<file path="config.mk">
export PLATFORM = sky130hd
export DESIGN_NAME = lowest_free_slot_allocator_unit
export DESIGN_NICKNAME = d
export VERILOG_FILES = /design/src/sv/lfsa_pkg.sv /design/src/sv/lfsa_ram.sv /design/src/sv/lfsa_find.sv /design/src/sv/lowest_free_slot_allocator_unit.sv
export SDC_FILE = /design/constraint.sdc
export NUM_CORES = 2
export LEC_CHECK = 0
export ABC_AREA = 1
export BUFFER_PORTS_ARGS = -buffer_cell sky130_fd_sc_hd__buf_4
export CAP_MARGIN = 20
export CELL_PAD_IN_SITES_DETAIL_PLACEMENT = 1
export CELL_PAD_IN_SITES_GLOBAL_PLACEMENT = 2
export CORE_ASPECT_RATIO = 0.6
export CORE_MARGIN = 4
export CORE_UTILIZATION = 25
export CTS_CLUSTER_DIAMETER = 200
export DETAILED_ROUTE_END_ITERATION = 6
export PLACE_DENSITY_LB_ADDON = 0.1
export SLEW_MARGIN = 5
export SYNTH_ARGS = -nofsm -noshare
export SYNTH_HDL_FRONTEND = slang
export SYNTH_SLANG_ARGS = --single-unit
</file>
<file path="constraint.sdc">
create_clock -name clk_i -period 7.6 [get_ports clk_i]
set_input_delay 0.38 -clock clk_i [delete_from_list [all_inputs] [get_ports clk_i]]
set_output_delay 0.38 -clock clk_i [all_outputs]
set_load 0.005 [all_outputs]
</file>
<file path="src/sv/lfsa_pkg.sv">
// ----------------------------------------------------------------------------
// lfsa_pkg
// Shared types and constants of the lowest free slot allocator.
// ----------------------------------------------------------------------------
`default_nettype none

package lfsa_pkg;

  // bitmap word held in one memory row
  localparam int WORD_W    = 64;
  localparam int OFF_W     = 6;
  localparam int SLOTS_DEF = 1024;

  // stream payload widths
  localparam int INDEX_W = 10;
  localparam int GRANT_W = 10;
  localparam int TDATA_W = 16;

  typedef enum logic {
    CMD_ALLOC   = 1'b0,
    CMD_RELEASE = 1'b1
  } lfsa_cmd_e;

  typedef enum logic [1:0] {
    ST_CLEAR,
    ST_IDLE,
    ST_SCAN,
    ST_RELEASE
  } lfsa_state_e;

  // outcome of the free bit search over one word
  typedef struct packed {
    logic             found;
    logic [OFF_W-1:0] bit_idx;
  } lfsa_hit_t;

endpackage

`default_nettype wire

</file>
<file path="src/sv/lfsa_ram.sv">
// ----------------------------------------------------------------------------
// lfsa_ram
// Generic single-write, single-read RAM with a registered read port.
// ----------------------------------------------------------------------------
`default_nettype none

module lfsa_ram #(
  parameter int WIDTH = 64,
  parameter int DEPTH = 16,
  parameter int AW    = (DEPTH > 1) ? $clog2(DEPTH) : 1
) (
  input  wire logic             clk_i,
  input  wire logic             we_i,
  input  wire logic [AW-1:0]    waddr_i,
  input  wire logic [WIDTH-1:0] wdata_i,
  input  wire logic [AW-1:0]    raddr_i,
  output logic      [WIDTH-1:0] rdata_o
);

  logic [WIDTH-1:0] mem [DEPTH];
  logic [WIDTH-1:0] rdata_q;

  always_ff @(posedge clk_i) begin
    if (we_i) begin
      mem[waddr_i] <= wdata_i;
    end
    rdata_q <= mem[raddr_i];
  end

  assign rdata_o = rdata_q;

endmodule

`default_nettype wire

</file>
<file path="src/sv/lfsa_find.sv">
// ----------------------------------------------------------------------------
// lfsa_find
// Lowest set bit search over one bitmap word of free flags.
// ----------------------------------------------------------------------------
`default_nettype none

module lfsa_find (
  input  wire logic [lfsa_pkg::WORD_W-1:0] free_i,
  output lfsa_pkg::lfsa_hit_t              hit_o
);

  import lfsa_pkg::*;

  logic [WORD_W-1:0] iso;
  logic [WORD_W-1:0] sel [OFF_W];

  // isolate the lowest free bit, then encode its position bit by bit
  assign iso = free_i & (~free_i + WORD_W'(1));

  always_comb begin
    for (int k = 0; k < OFF_W; k++) begin
      for (int j = 0; j < WORD_W; j++) begin
        sel[k][j] = iso[j] & ((j >> k) % 2 == 1);
      end
    end
  end

  always_comb begin
    hit_o.found = |free_i;
    for (int k = 0; k < OFF_W; k++) begin
      hit_o.bit_idx[k] = |sel[k];
    end
  end

endmodule

`default_nettype wire

</file>
<file path="src/sv/lowest_free_slot_allocator_unit.sv">
// ----------------------------------------------------------------------------
// lowest_free_slot_allocator_unit
// First-fit slot allocator over an occupancy bitmap with a search hint.
// ----------------------------------------------------------------------------
// Requests enter on the s_axis group: tuser selects allocate (0) or release
// (1), tdata carries the slot to release. Each request yields one response on
// the m_axis group: tdata is the granted slot (0 unless an allocate succeeded),
// tuser flags an allocate that found no free slot.
// The bitmap lives in a memory of 64-bit words, SLOTS/64 rows rounded up
// (16 for 1024 slots). An allocate reads one word per cycle starting at the
// hint word; a release is a single read-modify-write. A release out of range
// or an allocate with the hint past the last slot answers without a memory
// read. One request is processed at a time.
// After reset a clearing pass writes every row to zero, one row per cycle;
// requests are held off until it ends.
// The response register plus one pending slot decouple the sides: a stalled
// receiver holds the response, and new requests wait while a request is in
// process or the pending slot is occupied.
// ----------------------------------------------------------------------------
`default_nettype none

module lowest_free_slot_allocator_unit #(
  parameter int SLOTS = lfsa_pkg::SLOTS_DEF
) (
  input  wire logic                         clk_i,
  input  wire logic                         rst_ni,
  input  wire logic                         s_axis_tvalid_i,
  output logic                              s_axis_tready_o,
  input  wire logic [lfsa_pkg::TDATA_W-1:0] s_axis_tdata_i,  // [9:0] slot_index
  input  wire logic                         s_axis_tuser_i,  // [0] cmd
  output logic                              m_axis_tvalid_o,
  input  wire logic                         m_axis_tready_i,
  output logic      [lfsa_pkg::TDATA_W-1:0] m_axis_tdata_o,  // [9:0] granted_slot
  output logic                              m_axis_tuser_o   // [0] failed
);

  import lfsa_pkg::*;

  localparam int WORDS = (SLOTS + WORD_W - 1) / WORD_W;
  localparam int AW    = (WORDS > 1) ? $clog2(WORDS) : 1;
  localparam int HW    = $clog2(SLOTS + 1);
  localparam int TAIL  = SLOTS - (WORDS - 1) * WORD_W;
  localparam logic [AW-1:0]     LAST_WORD = AW'(WORDS - 1);
  localparam logic [WORD_W-1:0] LAST_MASK = {WORD_W{1'b1}} >> (WORD_W - TAIL);

  lfsa_state_e state_q, state_d;
  logic [HW-1:0]      hint_q, hint_d;
  logic [AW-1:0]      word_q, word_d;
  logic [OFF_W-1:0]   off_q, off_d;
  logic [AW-1:0]      clr_q, clr_d;
  logic [INDEX_W-1:0] rel_slot_q, rel_slot_d;

  logic               out_valid_q;
  logic [GRANT_W-1:0] out_slot_q;
  logic               out_fail_q;
  logic               pend_valid_q;
  logic [GRANT_W-1:0] pend_slot_q;
  logic               pend_fail_q;

  logic               res_valid;
  logic [GRANT_W-1:0] res_slot;
  logic               res_fail;
  logic               out_free;
  logic               in_fire;

  logic              ram_we;
  logic [AW-1:0]     ram_waddr;
  logic [WORD_W-1:0] ram_wdata;
  logic [AW-1:0]     ram_raddr;
  logic [WORD_W-1:0] ram_rdata;

  logic [WORD_W-1:0] free_word;
  lfsa_hit_t         hit;
  logic [WORD_W-1:0] hit_bit;
  logic [WORD_W-1:0] rel_bit;

  lfsa_ram #(
    .WIDTH(WORD_W),
    .DEPTH(WORDS),
    .AW   (AW)
  ) u_ram (
    .clk_i  (clk_i),
    .we_i   (ram_we),
    .waddr_i(ram_waddr),
    .wdata_i(ram_wdata),
    .raddr_i(ram_raddr),
    .rdata_o(ram_rdata)
  );

  // free flags of the word in flight, limited to the search window
  always_comb begin
    free_word = ~ram_rdata & ({WORD_W{1'b1}} << off_q);
    if (word_q == LAST_WORD) begin
      free_word = free_word & LAST_MASK;
    end
  end

  lfsa_find u_find (
    .free_i(free_word),
    .hit_o (hit)
  );

  assign hit_bit  = WORD_W'(1) << hit.bit_idx;
  assign rel_bit  = WORD_W'(1) << OFF_W'(rel_slot_q);
  assign out_free = !out_valid_q || m_axis_tready_i;
  assign s_axis_tready_o = (state_q == ST_IDLE) && !pend_valid_q;
  assign in_fire  = s_axis_tvalid_i && s_axis_tready_o;

  always_comb begin
    state_d    = state_q;
    hint_d     = hint_q;
    word_d     = word_q;
    off_d      = off_q;
    clr_d      = clr_q;
    rel_slot_d = rel_slot_q;
    ram_we     = 1'b0;
    ram_waddr  = word_q;
    ram_wdata  = '0;
    ram_raddr  = word_q;
    res_valid  = 1'b0;
    res_slot   = '0;
    res_fail   = 1'b0;

    unique case (state_q)
      ST_CLEAR: begin
        ram_we    = 1'b1;
        ram_waddr = clr_q;
        clr_d     = clr_q + AW'(1);
        if (clr_q == LAST_WORD) begin
          state_d = ST_IDLE;
        end
      end

      ST_IDLE: begin
        if (in_fire) begin
          if (lfsa_cmd_e'(s_axis_tuser_i) == CMD_ALLOC) begin
            if (32'(hint_q) < SLOTS) begin
              ram_raddr = AW'(hint_q >> OFF_W);
              word_d    = AW'(hint_q >> OFF_W);
              off_d     = OFF_W'(hint_q);
              state_d   = ST_SCAN;
            end else begin
              res_valid = 1'b1;
              res_fail  = 1'b1;
            end
          end else begin
            if (32'(s_axis_tdata_i[INDEX_W-1:0]) < SLOTS) begin
              ram_raddr  = AW'(s_axis_tdata_i[INDEX_W-1:0] >> OFF_W);
              word_d     = AW'(s_axis_tdata_i[INDEX_W-1:0] >> OFF_W);
              rel_slot_d = s_axis_tdata_i[INDEX_W-1:0];
              state_d    = ST_RELEASE;
            end else begin
              res_valid = 1'b1;
            end
          end
        end
      end

      ST_SCAN: begin
        if (hit.found) begin
          ram_we    = 1'b1;
          ram_wdata = ram_rdata | hit_bit;
          hint_d    = HW'((AW + OFF_W + 1)'({word_q, hit.bit_idx}) + (AW + OFF_W + 1)'(1));
          res_valid = 1'b1;
          res_slot  = GRANT_W'({word_q, hit.bit_idx});
          state_d   = ST_IDLE;
        end else if (word_q == LAST_WORD) begin
          res_valid = 1'b1;
          res_fail  = 1'b1;
          state_d   = ST_IDLE;
        end else begin
          // advance to the next word, whole word in the window
          ram_raddr = word_q + AW'(1);
          word_d    = word_q + AW'(1);
          off_d     = '0;
        end
      end

      ST_RELEASE: begin
        ram_we    = 1'b1;
        ram_wdata = ram_rdata & ~rel_bit;
        if (32'(rel_slot_q) < 32'(hint_q)) begin
          hint_d = HW'(rel_slot_q);
        end
        res_valid = 1'b1;
        state_d   = ST_IDLE;
      end

      default: begin
        state_d = ST_IDLE;
      end
    endcase
  end

  always_ff @(posedge clk_i or negedge rst_ni) begin
    if (!rst_ni) begin
      state_q <= ST_CLEAR;
      hint_q  <= '0;
      clr_q   <= '0;
    end else begin
      state_q <= state_d;
      hint_q  <= hint_d;
      clr_q   <= clr_d;
    end
  end

  always_ff @(posedge clk_i) begin
    word_q     <= word_d;
    off_q      <= off_d;
    rel_slot_q <= rel_slot_d;
  end

  // response register with one pending slot behind it
  always_ff @(posedge clk_i or negedge rst_ni) begin
    if (!rst_ni) begin
      out_valid_q  <= 1'b0;
      pend_valid_q <= 1'b0;
    end else begin
      if (out_free) begin
        out_valid_q  <= pend_valid_q || res_valid;
        pend_valid_q <= 1'b0;
      end else if (res_valid) begin
        pend_valid_q <= 1'b1;
      end
    end
  end

  always_ff @(posedge clk_i) begin
    if (out_free) begin
      if (pend_valid_q) begin
        out_slot_q <= pend_slot_q;
        out_fail_q <= pend_fail_q;
      end else if (res_valid) begin
        out_slot_q <= res_slot;
        out_fail_q <= res_fail;
      end
    end else if (res_valid) begin
      pend_slot_q <= res_slot;
      pend_fail_q <= res_fail;
    end
  end

  assign m_axis_tvalid_o = out_valid_q;
  assign m_axis_tdata_o  = TDATA_W'(out_slot_q);
  assign m_axis_tuser_o  = out_fail_q;

endmodule

`default_nettype wire

</file>
Yosys cells after proc, flatten, opt, wreduce, memory -nomap -nowiden
Memory sizes are Yosys's and may differ from the RTL's. A register that Yosys moved wholly into a read port is not among the register bits.
Cells that the tools add are included.
{"block": "classes", "bitwise_logic": 8, "muxes": 45, "eq_ne": 15, "n_reduce_logical": 25, "n_addsub": 4, "n_shift": 3, "n_lt_le_gt_ge": 2}
{"cell": "64-bit bitwise AND", "count": 3}
{"cell": "64-bit inverter", "count": 3}
{"cell": "32-bit OR reduction", "count": 6}
{"cell": "64-bit one-hot mux with 2 select lines", "count": 1}
{"cell": "1-bit by 6-bit left shift with 64-bit output (first input constant)", "count": 2}
{"cell": "64-bit by 1-bit adder with 64-bit output (second input constant)", "count": 1}
{"cell": "64-bit 2-to-1 mux", "count": 1}
{"cell": "64-bit bitwise OR", "count": 1}
{"cell": "64-bit OR reduction", "count": 1}
{"cell": "64-bit by 6-bit left shift with 64-bit output (first input constant)", "count": 1}
{"cell": "10-bit 2-to-1 mux", "count": 4}
{"cell": "6-bit 2-to-1 mux", "count": 5}
{"cell": "4-bit 2-to-1 mux", "count": 6}
{"cell": "11-bit 2-to-1 mux", "count": 2}
{"cell": "11-bit one-hot mux with 2 select lines", "count": 1}
{"cell": "2-bit != test (second input constant)", "count": 7}
{"cell": "1-bit 2-to-1 mux", "count": 13}
{"cell": "2-bit 2-to-1 mux", "count": 6}
{"cell": "6-bit one-hot mux with 2 select lines", "count": 1}
{"cell": "10-bit by 1-bit adder with 11-bit output (second input constant)", "count": 1}
{"cell": "10-bit by 11-bit < comparator with 1-bit output", "count": 1}
{"cell": "11-bit < comparator (second input constant)", "count": 1}
{"cell": "4-bit by 1-bit adder with 4-bit output (second input constant)", "count": 2}
{"cell": "4-bit == test (second input constant)", "count": 2}
{"cell": "20 further kinds", "count": 30}
{"block": "totals", "out_inout_bits": 19, "n_memories": 1, "ff_bits": 61, "ramBits": 1024}
{"name": "u_ram.mem", "words": 16, "word_bits": 64, "rd": 1, "rd_clocked_by_memory_dff": 1, "write_ports": 1, "line": "lfsa_ram.sv:20", "rtl": "logic [WIDTH-1:0] mem [DEPTH];"}

Longest topological paths before layout
{"block": "depth", "word_depth": 10, "mapped_depth": 25, "depth_no_buf": 24}

Cells and area by module
Synthesis repeated with hierarchy kept, for this count alone.
{"block": "unflattened", "hier_cells": 5632, "area_unflattened_um2": 53358.7}
{"module": "lfsa_ram", "seq_area_each_um2": 32030.7, "cells_each": 4210, "instances": 1, "area_each_um2": 45285.9}
{"module": "lowest_free_slot_allocator_unit", "seq_area_each_um2": 1696.6, "cells_each": 909, "instances": 1, "area_each_um2": 5840.6}
{"module": "lfsa_find", "seq_area_each_um2": 0.0, "cells_each": 513, "instances": 1, "area_each_um2": 2232.1}

Least setup slack after synthesis
OpenSTA, ideal clock, no wires.
{"block": "synth_path", "path_type": "reg-to-reg", "startpoint": "register off_q[3]", "endpoint": "memory u_ram.mem[12][0], enable pin", "stages_incl_launch_ff": 15, "setup_ns": 0.487, "n_path_buf": 1, "setup_slack_ns": 2.316, "arrival_time_ns": 4.797, "cell_sequence": "edfxtp_1 buf_2 nor2_1 nand2_1 nor2_1 inv_1 nand3_1 nor2_2 nand2_1 nor2_1 nand2_1 nand2_1 a21oi_1 nand3_1 nor2_1"}
{"block": "synth_between", "elab_chain_cells": 7}
{"item": "start, declared", "line": "lowest_free_slot_allocator_unit.sv:49", "rtl": "logic [OFF_W-1:0] off_q, off_d;"}
{"item": "start signal, assigned", "line": "lowest_free_slot_allocator_unit.sv:209", "rtl": "off_q <= off_d;"}
{"item": "64-bit by 6-bit left shift with 64-bit output", "line": "lowest_free_slot_allocator_unit.sv:92", "rtl": "free_word = ~ram_rdata & ({WORD_W{1'b1}} << off_q);"}
{"item": "64-bit bitwise AND", "line": "lowest_free_slot_allocator_unit.sv:92"}
{"item": "64-bit OR reduction", "line": "lfsa_find.sv:29", "rtl": "hit_o.found = |free_i;"}
{"item": "1-bit 2-to-1 mux", "line": "lowest_free_slot_allocator_unit.sv:160", "rtl": "if (hit.found) begin"}
{"item": "1-bit one-hot mux with 2 select lines", "line": "lowest_free_slot_allocator_unit.sv:124", "rtl": "unique case (state_q)"}
{"item": "1-bit 2-to-1 mux", "line": "lfsa_ram.sv:24", "rtl": "if (we_i) begin"}
{"item": "1-bit 2-to-1 mux (not written as such)", "line": "lfsa_ram.sv:25", "rtl": "mem[waddr_i] <= wdata_i;"}
{"item": "end, declared", "line": "lfsa_ram.sv:20"}
Every way passes these cells.

Final worst setup path
{"block": "layout_path", "startpoint": "register off_q[2]", "endpoint": "memory u_ram.mem[14][39] (data pin)"}
{"block": "layout_between", "elab_chain_cells": 10, "elab_cells_between_ends": 16}
{"item": "64-bit by 6-bit left shift with 64-bit output *", "line": "lowest_free_slot_allocator_unit.sv:92"}
{"item": "64-bit bitwise AND *", "line": "lowest_free_slot_allocator_unit.sv:92"}
{"item": "64-bit inverter", "line": "lfsa_find.sv:18", "rtl": "assign iso = free_i & (~free_i + WORD_W'(1));"}
{"item": "64-bit by 1-bit adder with 64-bit output", "line": "lfsa_find.sv:18"}
{"item": "64-bit bitwise AND", "line": "lfsa_find.sv:18"}
{"item": "32-bit OR reduction", "line": "lfsa_find.sv:31", "rtl": "hit_o.bit_idx[k] = |sel[k];"}
{"item": "1-bit by 6-bit left shift with 64-bit output", "line": "lowest_free_slot_allocator_unit.sv:103", "rtl": "assign hit_bit = WORD_W'(1) << hit.bit_idx;"}
{"item": "64-bit bitwise OR", "line": "lowest_free_slot_allocator_unit.sv:162", "rtl": "ram_wdata = ram_rdata | hit_bit;"}
{"item": "64-bit 2-to-1 mux *", "line": "lowest_free_slot_allocator_unit.sv:160"}
{"item": "64-bit one-hot mux with 2 select lines *", "line": "lowest_free_slot_allocator_unit.sv:124"}
{"item": "net ram_wdata[39]", "line": "lowest_free_slot_allocator_unit.sv:68", "rtl": "logic [WORD_W-1:0] ram_wdata;"}
Mark *: on every way through the listed nets, which the timed path passes. The rest lies on a longest branch.

==> summary.md <==
| Metric | Value |
|---|---|
| Status | finished clean |
| Via-to-Cell Ratio | 4.71 |
| Routed WL per cell | 26.6 um |
| First-pass GRT wire length | around 320000 um |
| Antenna Nets Post-Route | 0 |
| H-tree Lvls | 3 |
| # setup viols final | 0 |
| #FFs+latches synth | between 1k and 1.5k |
| Clk slew on worst S/H paths | roughly 0.070 ns |
| Final GP Congestion | 0.894 |
| WP buf/inv | 1 |
| Most used DFF post-synth | edfxtp_1 |
| Chip width | around 610 um |
| Achievable Freq | 0.158 GHz |
| Sink Count | approximately 1.1k |
| Die ar. | ~220000 um2 |
| Io pins | 40 |
| Setup TNS | 0 ns |
| Row Count | about 130 |
| CTS Root Cell | clkbuf_16 |
| Max_cap viols | 0 |
| GRT Total Usage | between 10% and 20% |
| Crit path max-delay family | simple AND/OR/NAND/NOR gates |
| Clk_lat worst skew | 0.79 ns |
| Crit path largest cell delay | ~0.74 ns |
| Async set or reset register ratio after synthesis | around 1.7% |
| Initial Utilization | ~25% |
| Fin. Hold Viols | 0 |
| Drt drc | 0 |
| Post-CTS setup buffers | 0 |
| Synth-to-layout area growth | 15.0% |
| Final wirelength | around 230000 um |
| R2r endpoint | u_ram.mem[14][39] |
| Mean area per synthesized cell | slightly below 10 um2 |
| Final min period | ~6.3 ns |
| Nets | ~5.6k |
| Rel. slew slack | 18.4% |
| CP arrival | just under 7 ns |
| Worst-path cell with the longest stage delay | edfxtp_1 |
| RSZ-0062 raised after global routing | false |
| Worst path required time | 8.06 ns |
| CTS Buf Count | ~120 |
| Largest net degree at the start of global routing | between 150 and 200 |
| Worst Tran Pin Value | 1.21 ns |
| Vias in the first global route | 40.2k |
| Clock Tree Buf Depth | 3 |
| Yosys warns | 0 |
| Fill cells | roughly 24k |
| Dpl hpwl | 136000 um |
| R2R depth | 19 |
| Height of the die | roughly 370 um |
| CORE AREA | between 200000 and 250000 um2 |
| Vias | approximately 40k |
| Hold Path Class | in -> async |
| Share of post-route cells with drive strength above 1 | under 10% |
| Total grt overflow | 0 |
| Post-synth cell types | between 40 and 50 |
| Final Slew Violations | 0 |
| CP Cell Sequence | inv_1, nor2_1, nor2_1, nor2_1, nand2_1, nor2_1, nand2_1, nor2_1, nand2_1, nor2_1, nor2_1, nand2_1, nor2_1, nand2_1, ha_1, ha_1, nand2_1, nor2_1, a22o_1 |
| Worst r2r src | off_q[2] |
| Number of synthesized flops with an enable pin | around 1.1k |
| Sequential fraction of the synthesis area | slightly above 60% |
| Worst Clk Skew | ~0.057 ns |
| CTS resizes | 0 |
| PortBufs | 27 |
| Post-Syn Area | 54100 um2 |
| Detailed Route Iter0 Violations | between 3k and 4k |
| Crit Path Class | reg -> reg |
| Fin crit share | between 80% and 90% |
| Cells after synthesis | 5532 |
| R2R setup slack | 1.29 ns |
| Worst Path Max Fanout | 16 |
| First drt pass iteration count | 5 |
| Critical Path Source Type | flip-flop |
| CTS tree | yes |
| CP endpoint kind | flip-flop |
| Critical Path Most Common Cell | nor2_1 |
| Antenna violations before repair | 13 |
-- cell type report --
cell class / count / area, um2 / share of cell area (%)
sequential: 1149 / 33700 / 54.2
clock inverter: 53 / 472 / 0.758
tap: 2859 / 3580 / 5.75
antenna: 1 / 2.50 / 0.00402
multi-input combinational: 3246 / 16100 / 25.8
clock buffer: 171 / 3350 / 5.38
inverter: 826 / 3110 / 5.00
timing repair buffer: 192 / 1920 / 3.09
-- cells in the final DEF, fill, tap and decap left out, types with 8 or more instances in the layout --
| cell type | instances |
|---|---|
| buf_4 | 144 |
| edfxtp_1 | 1062 |
| a21oi_1 | 77 |
| dfrtp_1 | 19 |
| clkbuf_1 | 37 |
| o21ai_0 | 72 |
| inv_2 | 10 |
| a21o_1 | 10 |
| inv_1 | 808 |
| clkinv_1 | 22 |
| nor2_4 | 18 |
| buf_12 | 36 |
| o211ai_1 | 12 |
| clkinv_2 | 22 |
| a31oi_1 | 13 |
| nor3_1 | 22 |
| nand3_1 | 1024 |
| nor2_1 | 315 |
| nand4_1 | 38 |
| nand2_1 | 1153 |
| nor2_2 | 8 |
| dlygate4sd3_1 | 12 |
| dfxtp_1 | 68 |
| clkbuf_8 | 13 |
| ha_1 | 21 |
| clkbuf_16 | 121 |
| nand3b_1 | 394 |
-- metal layers --
metal / global-route usage [%] / routed length (um)
met1: 31.4 / 121000
met2: 28.6 / 92600
met5: 0 / 0
met3: 2.53 / 8870
met4: 2.96 / 3220
-- per-stage QoR --
stage | area, um2 | worst slack, ns | cells | hold slack (ns) | utilization, %
after floorplan | 54100 | 2.32 | 5537 | 0.0844 | -
after global placement | 58200 | 1.39 | 8258 | 0.312 | 27.2
after detailed placement | 58300 | 1.41 | 8259 | 0.317 | 27.2
after CTS | 62200 | 1.36 | 8495 | 0.00161 | 29.1
after global routing | 62200 | 0.995 | 8496 | 0.0469 | 29.1
final | 62200 | 1.29 | 8497 | 0.0540 | 29.1
-- how the worst max path moves through the flow --
stage	depth (start not counted)	to	start	slack, ns
floorplan	14	u_ram.mem[12][0]	off_q[3]	2.32
CTS	20	u_ram.mem[5][10]	off_q[2]	1.36
global route	19	u_ram.mem[14][39]	off_q[2]	1.0
finish	19	u_ram.mem[14][39]	off_q[2]	1.29
detailed placement	20	u_ram.mem[1][10]	off_q[2]	1.41
global placement	18	u_ram.mem[2][10]	off_q[4]	1.39
-- Yosys cell counts, types with 2 or more instances --
| cell | count | share of area [%] |
|---|---|---|
| nor3_1 | 22 | 0.20 |
| nor4_1 | 2 | 0.023 |
| nor2_2 | 8 | 0.092 |
| o31ai_1 | 3 | 0.042 |
| nand4_1 | 38 | 0.44 |
| a22oi_1 | 5 | 0.069 |
| buf_2 | 201 | 1.9 |
| o22ai_1 | 4 | 0.046 |
| nand3_1 | 1024 | 9.5 |
| a31o_2 | 2 | 0.032 |
| o2111ai_1 | 2 | 0.032 |
| a21o_1 | 10 | 0.14 |
| ha_1 | 22 | 0.51 |
| o21ai_0 | 73 | 0.68 |
| dfrtp_1 | 19 | 0.88 |
| nand2_2 | 4 | 0.046 |
| clkbuf_1 | 96 | 0.67 |
| a21oi_1 | 77 | 0.71 |
| a31oi_1 | 13 | 0.15 |
| edfxtp_1 | 1062 | 59 |
| clkinv_1 | 5 | 0.035 |
| buf_4 | 15 | 0.21 |
| inv_1 | 810 | 5.6 |
| buf_1 | 4 | 0.028 |
| inv_2 | 11 | 0.076 |
| nand3b_1 | 394 | 5.5 |
| xor2_1 | 4 | 0.065 |
| nor2_1 | 333 | 2.3 |
| a22o_1 | 4 | 0.065 |
| dfxtp_1 | 68 | 2.5 |
| nand3_2 | 2 | 0.037 |
| nand2_1 | 1156 | 8.0 |
| o211ai_1 | 12 | 0.17 |
| o21ai_1 | 8 | 0.074 |
| o21ai_2 | 2 | 0.032 |
| o21bai_1 | 7 | 0.097 |
-- sequential cells by signal, summed over array words and instances (netlist names), 2 cells and up --
signal and count:
state_q 2, pend_slot_q 10, word_q 4, out_slot_q 10, u_ram.mem 1024, u_ram.rdata_o 64, rel_slot_q 10, hint_q 11
clr_q 4, off_q 6
-- cell families after synthesis --
| family | count (synthesis) | share of synthesized area, % |
|---|---|---|
| compound gates | 227 | 2.42 |
| xor+xnor | 5 | 0.0809 |
| fa+ha+maj | 22 | 0.509 |
| buf+inv | 1142 | 8.49 |
| flops | 1149 | 62.3 |
| other cells | 1 | 0.00693 |
| simple gates | 2986 | 26.2 |
-- worst reg2reg max path, cell delays in order (launching register included) --
cell and delay [ns]:
edfxtp_1 0.74, inv_1 0.27, nor2_1 0.49, nor2_1 0.16, nor2_1 0.15, nand2_1 0.07
nor2_1 0.34, nand2_1 0.24, nor2_1 0.45, nand2_1 0.15, nor2_1 0.53, nor2_1 0.08
nand2_1 0.09, nor2_1 0.04, nand2_1 0.18, ha_1 0.37, ha_1 0.48, nand2_1 0.18
nor2_1 0.33, a22o_1 0.65
-- timing repair --
item | CTS | global route
hold endpoints to repair | 31 | 0
hold buffers | 12 | 0
setup endpoints to repair | 0 | 0
Power is left out: the tool's default activity adds up to more than one toggle a clock period on the data nets, which glitch-free logic cannot reach.
